--- src/sv/dmc_ram.sv ---
`timescale 1ns / 1ps
module dmc_ram #(
    parameter int WIDTH = 8,
    parameter int DEPTH = 16,
    localparam int AW = $clog2(DEPTH)
) (
    input  logic             i_clk,
    input  logic             i_we,
    input  logic [AW-1:0]    i_waddr,
    input  logic [WIDTH-1:0] i_wdata,
    input  logic             i_re,
    input  logic [AW-1:0]    i_raddr,
    output logic [WIDTH-1:0] o_rdata
);

    logic [WIDTH-1:0] r_mem [DEPTH];
    logic [WIDTH-1:0] r_rdata;

    // Write port and registered read port
    always_ff @(posedge i_clk) begin
        if (i_we) begin
            r_mem[i_waddr] <= i_wdata;
        end
        if (i_re) begin
            r_rdata <= r_mem[i_raddr];
        end
    end

    assign o_rdata = r_rdata;

endmodule

--- config.mk ---
export PLATFORM = sky130hd
export DESIGN_NAME = dmc_ram
export DESIGN_NICKNAME = d
export VERILOG_FILES = /design/src/sv/dmc_ram.sv
export SDC_FILE = /design/constraint.sdc
export NUM_CORES = 1
export LEC_CHECK = 0
export ABC_CLOCK_PERIOD_IN_PS = 5620
export BUFFER_PORTS_ARGS = -buffer_cell sky130_fd_sc_hd__buf_4
export CELL_PAD_IN_SITES_DETAIL_PLACEMENT = 1
export CELL_PAD_IN_SITES_GLOBAL_PLACEMENT = 1
export CORE_ASPECT_RATIO = 1.1
export CORE_MARGIN = 1.5
export CORE_UTILIZATION = 55
export DETAILED_ROUTE_END_ITERATION = 10
export GPL_TIMING_DRIVEN = 0
export PLACE_DENSITY_LB_ADDON = 0.1
export SLEW_MARGIN = 40
export SYNTH_ARGS = -nofsm -noshare
export SYNTH_HDL_FRONTEND = slang
export SYNTH_SLANG_ARGS = --single-unit
--- constraint.sdc ---
create_clock -name i_clk -period 5.62 [get_ports i_clk]
set_clock_uncertainty 0.1 [all_clocks]
set_input_delay 0.562 -clock i_clk [delete_from_list [all_inputs] [get_ports i_clk]]
set_output_delay 0.562 -clock i_clk [all_outputs]
set_load 0.01 [all_outputs]
==> metrics.md, run 1 <==
| Metric | Value |
|---|---|
| Status | `completed` |
| Crit Path Category | `input port to flip-flop` |
| Grt ovf | `0` |
| Htree depth | `4` |
| Clk sinks | `~140` |
| Routability Congestion | `0.710` |
| Register area share after synthesis | `78.1%` |
| Cells after Synth | `roughly 230` |
| Leakage | `2.03 nW` |
| Top Ports | `27` |
| Detailed Route WL | `approximately 11000 um` |
| Post-CTS Setup Inserts | `0` |
| Core area | `just over 9000 um2` |
| Final Util | `between 60% and 70%` |
| Wire per inst | `between 20 and 30 um` |
| Worst EP required | `~5.7 ns` |
| Largest net degree at the start of global routing | `17` |
| Vias | `2448` |
| Pwr Density | `around 370 nW/um2` |
| Fillers | `approximately 740` |
| Synthesized flop and latch total | `about 140` |
| Max Cap Viol | `0` |
| Clk_lat worst skew | `between 0.5 and 0.6 ns` |
| Vias/cell | `~6.1` |
| Achievable clock frequency | `540 MHz` |
| Die H | `105 um` |
| Initial DRC count | `between 200 and 250` |
| Die area | `10100 um2` |
| Final Max Tran Viols | `0` |
| Slew HR | `43.7%` |
| DR pass1 iterations | `4` |
| Slew @ Worst Pin | `between 0.8 and 0.9 ns` |
| I/O Buffers | `25` |
| ANT nets after route | `0` |
| Area growth syn-to-layout | `17.2%` |
| # hold bufs at CTS | `0` |
| Crit. End Element | `flip-flop` |
| Final period util | `~33%` |
| Max Root-Sink Buffers | `2` |
| Rows | `37` |
| CP Launch Type | `input port` |
| Worst vdd ir | `about 0.33 mV` |
| Clock slew at reported path FFs | `0.06 ns` |
| Mapped Area | `5230 um2` |
| Final Setup Violations | `0` |
| Global-route wire length before repair | `~16000 um` |
| Avg Cell Area, Syn | `around 23 um2` |
| Fin Setup TNS | `0 ns` |
| Initial antenna violation count | `0` |
| CTS buffer count | `17` |
| DRC | `0` |
| Layout cells sized above 1 | `a little under a third` |
| Hold Crit Class | `input port to flip-flop` |
| Antenna diodes | `0` |
| Gr usage total | `24.5%` |
| RSZ-0062 raised after global routing | `no` |
| Vias in the first global route | `around 2600` |
| Net Count, Synth | `~250` |
| Chip Width | `~96 um` |
| Critical path fanouts, max | `8` |
| Post-layout nets | `slightly below 300` |
| Library cells used by synthesis | `18` |
| CTS tree | `done` |
| Worst EP arrival | `around 1.9 ns` |
| Ys Warns | `0` |
| Root Driver | `clkbuf_8` |
| Final worst path period need | `around 1.9 ns` |
| CTS resizes | `0` |
| Starting density of the core | `56.2%` |
| Detailed Place HPWL | `6800 um` |
| Fin. Hold Viols | `0` |
-- per-layer routing --
metal  global-route usage (%)  share of wire [%]  wire length [um]
met2                     37.3                 51              5430
met4                     10.1                2.1               218
met5                        0                  0                 0
met3                     5.99                5.7               602
met1                     34.1                 41              4310
-- synth_stat cells --
cell type	n	area, um2
edfxtp_1	136	4080
mux4_2	18	405
a22oi_1	16	120
mux4_1	14	368
nor2_1	13	48.8
nand2_1	9	33.8
nor3_1	4	20.0
buf_2	3	15.0
buf_6	3	33.8
clkdlybuf4s25_2	3	30.0
nand2b_1	2	12.5
nand3b_1	2	15.0
and2_1	1	6.26
and2b_1	1	7.51
buf_4	1	7.51
nand3_1	1	5.00
nor2b_1	1	6.26
or3b_2	1	8.76
-- sequential cells by signal, summed over array words and instances, names as in the netlist --
| signal | cells |
|---|---|
| o_rdata | 8 |
| r_mem | 128 |
-- stage by stage --
stage	setup WS [ns]	area, um2	power, mW	std cells	hold WS, ns
after floorplan	3.47	5230	1.23	229	0.561
after global placement	2.86	5560	1.28	371	0.644
after detailed placement	3.22	5580	1.29	371	0.653
after CTS	3.79	6110	2.28	402	0.212
after global routing	3.75	6120	2.33	402	0.219
final	3.77	6120	2.27	402	0.224
-- worst max-delay path: stages --
cell    delay [ns]
buf_4         0.13
or3b_2        0.54
nor2_1        0.67
-- layout make-up --
class / count / area (um2) / share of cell area, %
flip-flops and latches: 136 / 4080 / 66.7
plain buffers: 10 / 86.3 / 1.41
well taps: 117 / 146 / 2.39
clock inverters: 11 / 108 / 1.76
multi-input cells: 83 / 1090 / 17.8
clock buffers: 20 / 425 / 6.95
repair buffers: 25 / 188 / 3.06
-- where the power goes --
group | internal, mW | switching (mW) | total [mW] | leakage, nW
Clock | 0.619 | 0.382 | 1.00 | 0.251
Combinational | 0.0505 | 0.0669 | 0.117 | 0.543
Sequential | 1.14 | 0.00596 | 1.15 | 1.24
-- worst paths after layout --
kind              cells after the start         start  slack [ns]     endpoint
setup / recovery                      3    i_waddr[2]        3.77  r_mem[2][2]
hold / removal                        1          i_re        0.22   o_rdata[3]
setup reg to reg                      3   r_mem[1][3]        3.92   o_rdata[3]
hold reg to reg                       3  r_mem[14][3]        0.66   o_rdata[3]
-- logic make-up after synthesis --
| family | after synthesis | synth area share (%) |
|---|---|---|
| flip-flops | 136 | 78.1 |
| buffers and inverters | 10 | 1.65 |
| multiplexers | 32 | 14.8 |
| AND/OR/NAND/NOR | 35 | 3.14 |
| AO/OA/AOI/OAI | 16 | 2.30 |
-- layout by cell type, fill, tap and decap left out --
cell / netlist / layout
and2b_1: 1 / 1
clkbuf_16: 0 / 16
bufinv_16: 0 / 2
clkbuf_1: 0 / 3
or3b_2: 1 / 1
nor2_1: 13 / 9
clkinvlp_4: 0 / 3
clkinv_2: 0 / 2
buf_2: 3 / 3
buf_4: 1 / 26
mux4_2: 18 / 18
nand3b_1: 2 / 2
buf_6: 3 / 3
clkinv_1: 0 / 4
nand2_1: 9 / 9
and2_1: 1 / 1
nor3_2: 0 / 4
a22oi_1: 16 / 16
nand2b_1: 2 / 2
clkdlybuf4s25_2: 3 / 3
clkbuf_8: 0 / 1
nand3_1: 1 / 1
mux4_1: 14 / 14
nor2b_1: 1 / 1
nor2_2: 0 / 4
edfxtp_1: 136 / 136
(Power assumes the default switching activity.)
==> run 2, diff against run 1 <==
--- a/config.mk
+++ b/config.mk
@@ -5,13 +5,13 @@
 export SDC_FILE = /design/constraint.sdc
 export NUM_CORES = 1
 export LEC_CHECK = 0
-export ABC_CLOCK_PERIOD_IN_PS = 5620
+export ABC_CLOCK_PERIOD_IN_PS = 1570
 export BUFFER_PORTS_ARGS = -buffer_cell sky130_fd_sc_hd__buf_4
 export CELL_PAD_IN_SITES_DETAIL_PLACEMENT = 1
 export CELL_PAD_IN_SITES_GLOBAL_PLACEMENT = 1
 export CORE_ASPECT_RATIO = 1.1
 export CORE_MARGIN = 1.5
-export CORE_UTILIZATION = 55
+export CORE_UTILIZATION = 48
 export DETAILED_ROUTE_END_ITERATION = 10
 export GPL_TIMING_DRIVEN = 0
 export PLACE_DENSITY_LB_ADDON = 0.1
==> constraint.sdc (replaced) <==
create_clock -name i_clk -period 1.57 [get_ports i_clk]
set_clock_uncertainty 0.1 [all_clocks]
set_input_delay 0.157 -clock i_clk [delete_from_list [all_inputs] [get_ports i_clk]]
set_output_delay 0.157 -clock i_clk [all_outputs]
set_load 0.01 [all_outputs]
==> metrics.md, run 2 (same netlist as run 1, synthesis figures left out) <==
| Metric | Value |
|---|---|
| Routability Congestion | `0.744 (+4.7%)` |
| Crit. End Element | `flip-flop` |
| Wire per inst | `24.5 um (-6.8%)` |
| Failing checks | `setup timing` |
| Starting density of the core | `49.8% (-6.4 points)` |
| Fin. Hold Viols | `0 (unchanged)` |
| Worst vdd ir | `0.704 mV (+120%)` |
| Reg-to-reg slack, setup | `-0.01 ns (-3.93 ns)` |
| Initial DRC count | `124 (-49%)` |
| Largest net degree at the start of global routing | `17 (unchanged)` |
| Crit Path Category | `flip-flop to flip-flop` |
| Grt ovf | `0 (unchanged)` |
| Htree depth | `4 (unchanged)` |
| Rows | `39 (+5.4%)` |
| Crit path buffers/inverters | `0 (-1)` |
| Final Setup Violations | `2 (+2)` |
| Detailed Route WL | `10600 um (+0.16%)` |
| Vias/cell | `5.66 (-7.1%)` |
| Post-route cell area | `6180 um2 (+0.90%)` |
| Max Root-Sink Buffers | `2 (unchanged)` |
| Clk_lat worst skew | `0.41 ns (-0.11 ns)` |
| Gr usage total | `20.4% (-4.1 points)` |
| Vias | `2443 (-0.20%)` |
| ANT nets after route | `0 (unchanged)` |
| Status | `finished, violations left` |
| Die H | `112 um (+6.8%)` |
| Clk sinks | `136 (unchanged)` |
| DRC | `0 (unchanged)` |
| Achievable clock frequency | `631 MHz` |
| Post-layout worst setup margin | `-0.0146 ns (-3.78 ns)` |
| DR pass1 iterations | `4 (unchanged)` |
| Commonest non-fill, non-tap cell in the layout | `edfxtp_1` |
| Cell chain of the critical path | `mux4_2 -> a22oi_2 -> nand2_1` |
| Max incr delay on CP | `0.50 ns (-0.17 ns)` |
| Chip Width | `103 um (+6.8%)` |
| Final worst path period need | `around 1.6 ns` |
| Initial antenna violation count | `0 (unchanged)` |
| Root Driver | `clkbuf_16` |
| Max reg flops | `128 (unchanged)` |
| Most frequent cells in the layout | `edfxtp_1, buf_4, mux4_2` |
| Hold Crit Class | `input port to flip-flop` |
| Worst EP required | `1.62 ns (-4.05 ns)` |
| CTS tree | `done` |
| Clock slew at reported path FFs | `0.05 ns (about the same)` |
| Area growth syn-to-layout | `18.2%` |
| Vias in the first global route | `2588 (+1.0%)` |
| CTS buffer count | `17 (unchanged)` |
| Most flops, register | `r_mem` |
| Slew HR | `46.1% (+2.5 points)` |
| Detailed Place HPWL | `6810 um (about the same)` |
| Critical path fanouts, max | `1 (-7)` |
| RSZ-0062 raised after global routing | `yes` |
| Largest delay share family, worst path | `multiplexers` |
| CP max-delay cell | `mux4_2` |
| Slew @ Worst Pin | `0.805 ns (-0.0366 ns)` |
| Die area | `11500 um2 (+14%)` |
| Fillers | `886 (+21%)` |
| Max Cap Viol | `0 (unchanged)` |
| Worst EP arrival | `1.64 ns (-0.26 ns)` |
| CP Launch Type | `flip-flop` |
| Core area | `10500 um2 (+13%)` |
| Layout cells sized above 1 | `33.2% (+3.0 points)` |
| Leakage | `2.02 nW (-0.29%)` |
| I/O Buffers | `25 (unchanged)` |
| Final Util | `58.9% (-6.9 points)` |
| Post-layout nets | `299 (+2.4%)` |
| Final Max Tran Viols | `0 (unchanged)` |
| Global-route wire length before repair | `15700 um (-3.8%)` |
| Top Ports | `27 (unchanged)` |
| Final period util | `101%` |
| Antenna diodes | `0 (unchanged)` |
| Placed Instance Area | `5610 um2 (+0.58%)` |
| Dpl ws | `-0.382 ns (-3.60 ns)` |
| Pwr Density | `1270 nW/um2 (+240%)` |
[run 2: final cells by class]
| cell class | instances | area [um2] | share of cell area [%] |
|---|---|---|---|
| Buffer | 10 | 86.3 | 1.40 |
| Clock inverter | 8 | 36.3 | 0.587 |
| Sequential cell | 136 | 4080 | 66.1 |
| Tap cell | 143 | 179 | 2.90 |
| Multi-Input combinational cell | 83 | 1100 | 17.8 |
| Clock buffer | 20 | 437 | 7.07 |
| Timing Repair Buffer | 32 | 258 | 4.17 |
[run 2: metrics by stage]
stage | hold WS (ns) | power, mW | setup TNS (ns) | instances
after floorplan | 0.156 | 4.40 | 0 | 229
after detailed placement | 0.344 | 4.61 | -23.13 | 397
after CTS | 0.00876 | 7.87 | 0 | 432
after global placement | 0.343 | 4.60 | -30.93 | 397
final | 0.0184 | 7.84 | -0.0208 | 432
after global routing | 0.0156 | 8.02 | -0.102 | 432
[run 2: what timing repair did]
item                       4_1_cts  5_1_grt
pin swaps                        2        2
setup endpoints to repair        6        7
gates resized for setup         10        4
hold buffers                     7        0
setup buffers                    0        0
hold endpoints to repair        98        0
[run 2: per-layer routing]
layer  wire length, um  vias to the layer above  GRT usage (%)
met1              4740                     1291           28.1
met2              5230                       66           31.6
met3               425                       12           4.86
met5                 0                        -              0
li1                  -                     1074              -
met4               178                        0           8.13
[run 2: final timing paths]
check,start,to,cells after the start
worst max-delay path,r_mem[0][3],o_rdata[3],3
worst max register to register,r_mem[0][3],o_rdata[3],3
worst min register to register,r_mem[14][1],o_rdata[1],3
worst min-delay path,i_wdata[2],r_mem[10][2],1
[run 2: power breakdown]
part           total (mW)  leakage (nW)  switching [mW]  internal, mW
combinational       0.452         0.550           0.252         0.200
sequential           4.11          1.24          0.0194          4.09
clock                3.27         0.237            1.33          1.94
total                7.84          2.02            1.60          6.24
==> run 3, diff against run 2 <==
--- a/config.mk
+++ b/config.mk
@@ -5,13 +5,13 @@
 export SDC_FILE = /design/constraint.sdc
 export NUM_CORES = 1
 export LEC_CHECK = 0
-export ABC_CLOCK_PERIOD_IN_PS = 1570
+export ABC_CLOCK_PERIOD_IN_PS = 1600
 export BUFFER_PORTS_ARGS = -buffer_cell sky130_fd_sc_hd__buf_4
 export CELL_PAD_IN_SITES_DETAIL_PLACEMENT = 1
 export CELL_PAD_IN_SITES_GLOBAL_PLACEMENT = 1
 export CORE_ASPECT_RATIO = 1.1
 export CORE_MARGIN = 1.5
-export CORE_UTILIZATION = 48
+export CORE_UTILIZATION = 25
 export DETAILED_ROUTE_END_ITERATION = 10
 export GPL_TIMING_DRIVEN = 0
 export PLACE_DENSITY_LB_ADDON = 0.1
==> constraint.sdc (replaced) <==
create_clock -name i_clk -period 1.6 [get_ports i_clk]
set_clock_uncertainty 0.1 [all_clocks]
set_input_delay 0.16 -clock i_clk [delete_from_list [all_inputs] [get_ports i_clk]]
set_output_delay 0.16 -clock i_clk [all_outputs]
set_load 0.01 [all_outputs]
==> metrics.md, run 3 (same netlist as run 1, synthesis figures left out) <==
| Metric | Value |
|---|---|
| Crit Reg-Reg Startpoint | `r_mem[3][0]` |
| CTS tree | `done` |
| Wire per inst | `22.3 um (-8.7%)` |
| Most flops, register | `r_mem` |
| Clk sinks | `136 (unchanged)` |
| Post-Place Cells | `511 (+29%)` |
| Max reg flops | `128 (unchanged)` |
| Post-layout worst setup margin | `0.0243 ns (+0.0390 ns)` |
| Routability Congestion | `0.646 (-13%)` |
| Dpl ws | `-0.361 ns (+0.0216 ns)` |
| Fin. Hold Viols | `0 (unchanged)` |
| Post-route cell area | `6560 um2 (+6.1%)` |
| Final Max Tran Viols | `0 (unchanged)` |
| Most frequent cells in the layout | `edfxtp_1, buf_4, mux4_2` |
| Hold path depth | `1 (unchanged)` |
| Die area | `21800 um2 (+89%)` |
| Detailed Place HPWL | `7870 um (+16%)` |
| Clk_lat worst skew | `0.42 ns (about the same)` |
| Layout cells sized above 1 | `38.6% (+5.4 points)` |
| Grt ovf | `0 (unchanged)` |
| Initial antenna violation count | `0 (unchanged)` |
| Vias/cell | `4.46 (-21%)` |
| Pwr Density | `1350 nW/um2 (+6.5%)` |
| Crit. Startpoint | `r_mem[3][0]` |
| Reg-to-reg slack, setup | `0.02 ns (+0.04 ns)` |
| RSZ-0062 raised after global routing | `yes` |
| Detailed Route WL | `12300 um (+16%)` |
| Post-layout nets | `301 (+0.67%)` |
| I/O Buffers | `25 (unchanged)` |
| Slew @ Worst Pin | `0.786 ns (-0.0189 ns)` |
| Final worst path period need | `1.58 ns (-0.00896 ns)` |
| DR pass1 iterations | `6 (+2)` |
| CP max-delay cell | `mux4_2` |
| Top Ports | `27 (unchanged)` |
| Final period util | `98.5% (-2.5 points)` |
| Leakage | `2.12 nW (+4.7%)` |
| Vias | `2455 (+0.49%)` |
| ANT nets after route | `0 (unchanged)` |
| Achievable clock frequency | `635 MHz (+0.57%)` |
| Placed Instance Area | `5790 um2 (+3.2%)` |
| Area of the multi-input gates | `1130 um2 (+3.2%)` |
| Final Setup Violations | `0 (-2)` |
| Area growth syn-to-layout | `25.4%` |
| Chip Width | `141 um (+37%)` |
| Max Root-Sink Buffers | `2 (unchanged)` |
| Fin Setup TNS | `0 ns (+0.0208 ns)` |
| Global-route wire length before repair | `17900 um (+14%)` |
| Worst EP required | `1.66 ns (+0.04 ns)` |
| Max Cap Viol | `0 (unchanged)` |
| DRC | `0 (unchanged)` |
| Reg-to-Reg End | `o_rdata[0]` |
| Fillers | `2028 (+130%)` |
| Seq. cell area | `4080 um2 (unchanged)` |
| Status | `completed` |
| Design Power | `8.86 mW (+13%)` |
| Worst EP arrival | `1.64 ns (about the same)` |
| Antenna diodes | `0 (unchanged)` |
| Root Driver | `clkbuf_16` |
| Crit. End Element | `flip-flop` |
| Die H | `155 um (+38%)` |
| Vias in the first global route | `2577 (-0.43%)` |
| Core area | `20500 um2 (+95%)` |
| Largest net degree at the start of global routing | `17 (unchanged)` |
| Clock slew at reported path FFs | `0.06 ns (about the same)` |
| Register-to-Register Path Depth | `3 (unchanged)` |
| Initial DRC count | `180 (+45%)` |
| Slew HR | `47.4% (+1.3 points)` |
| CP Launch Type | `flip-flop` |
| Cell chain of the critical path | `mux4_2 -> a22oi_2 -> nand2_1` |
| Gr usage total | `12.1% (-8.3 points)` |
| Fin cells | `551 (+28%)` |
| Worst Hold Slack | `0.0325 ns (+0.0140 ns)` |
| Worst vdd ir | `0.593 mV (-16%)` |
| Hold Crit Class | `input port to flip-flop` |
| Max incr delay on CP | `0.50 ns (about the same)` |
| Hold wc startpoint | `i_wdata[3]` |
| End of the critical path | `o_rdata[0]` |
| Starting density of the core | `25.5% (-24 points)` |
| Critical path fanouts, max | `1 (unchanged)` |
| Htree depth | `4 (unchanged)` |
| Rows | `55 (+41%)` |
| CTS buffer count | `17 (unchanged)` |
| Commonest non-fill, non-tap cell in the layout | `edfxtp_1` |
| Final Util | `32.0% (-27 points)` |
| Crit Path Category | `flip-flop to flip-flop` |
## run 3: cell types whose count changed in the layout (fill, tap and decap cells not counted), sizes merged
cell	previous run	this run
clkinvlp	0	2
clkinv	8	7
dlygate4sd3	7	8
clkbuf	20	17
bufinv	0	6
buf	32	33
## run 3: worst max-delay path: cells and delay by family, from the launching register on
| kind | cells | cell delay, ns |
|---|---|---|
| flops | 1 | 0.36 |
| mux | 1 | 0.50 |
| simple gates | 1 | 0.11 |
| compound gates | 1 | 0.26 |
## run 3: repair_timing
| item | in CTS | in global routing |
|---|---|---|
| pin swaps | 2 | 1 |
| endpoints found under the setup margin | 7 | 6 |
| hold buffers | 8 | 0 |
| buffers inserted | 0 | 0 |
| endpoints found under the hold margin | 116 | 0 |
| gates resized for setup | 9 | 4 |
## run 3: cell type report
| type | instances | share of cell area [%] |
|---|---|---|
| plain buffers | 10 | 1.32 |
| clock buffers | 17 | 6.49 |
| clock inverters | 15 | 3.53 |
| multi-input cells | 83 | 17.3 |
| flip-flops and latches | 136 | 62.3 |
| well taps | 256 | 4.88 |
| repair buffers | 34 | 4.20 |
## run 3: routing by layer
layer / part of all wire, % / global-route usage (%) / vias to the layer above
met4: 1.3 / 4.76 / 0
met1: 47 / 16.6 / 1309
met5: 0 / 0 / -
met3: 3.7 / 3.34 / 10
li1: - / - / 1081
met2: 48 / 18.2 / 55
## run 3: how the worst min path moves through the flow
stage                   endpoint  slack, ns
floorplan            r_mem[0][0]       0.16
global placement      o_rdata[0]       0.35
detailed placement    o_rdata[1]       0.36
CTS                  r_mem[8][3]       0.02
global route        r_mem[12][3]       0.02
finish              r_mem[12][3]       0.03
## run 3: power breakdown
group	switching [mW]	internal, mW
Combinational	0.269	0.199
Sequential	0.0174	4.01
Clock	1.46	2.90
Total	1.74	7.11
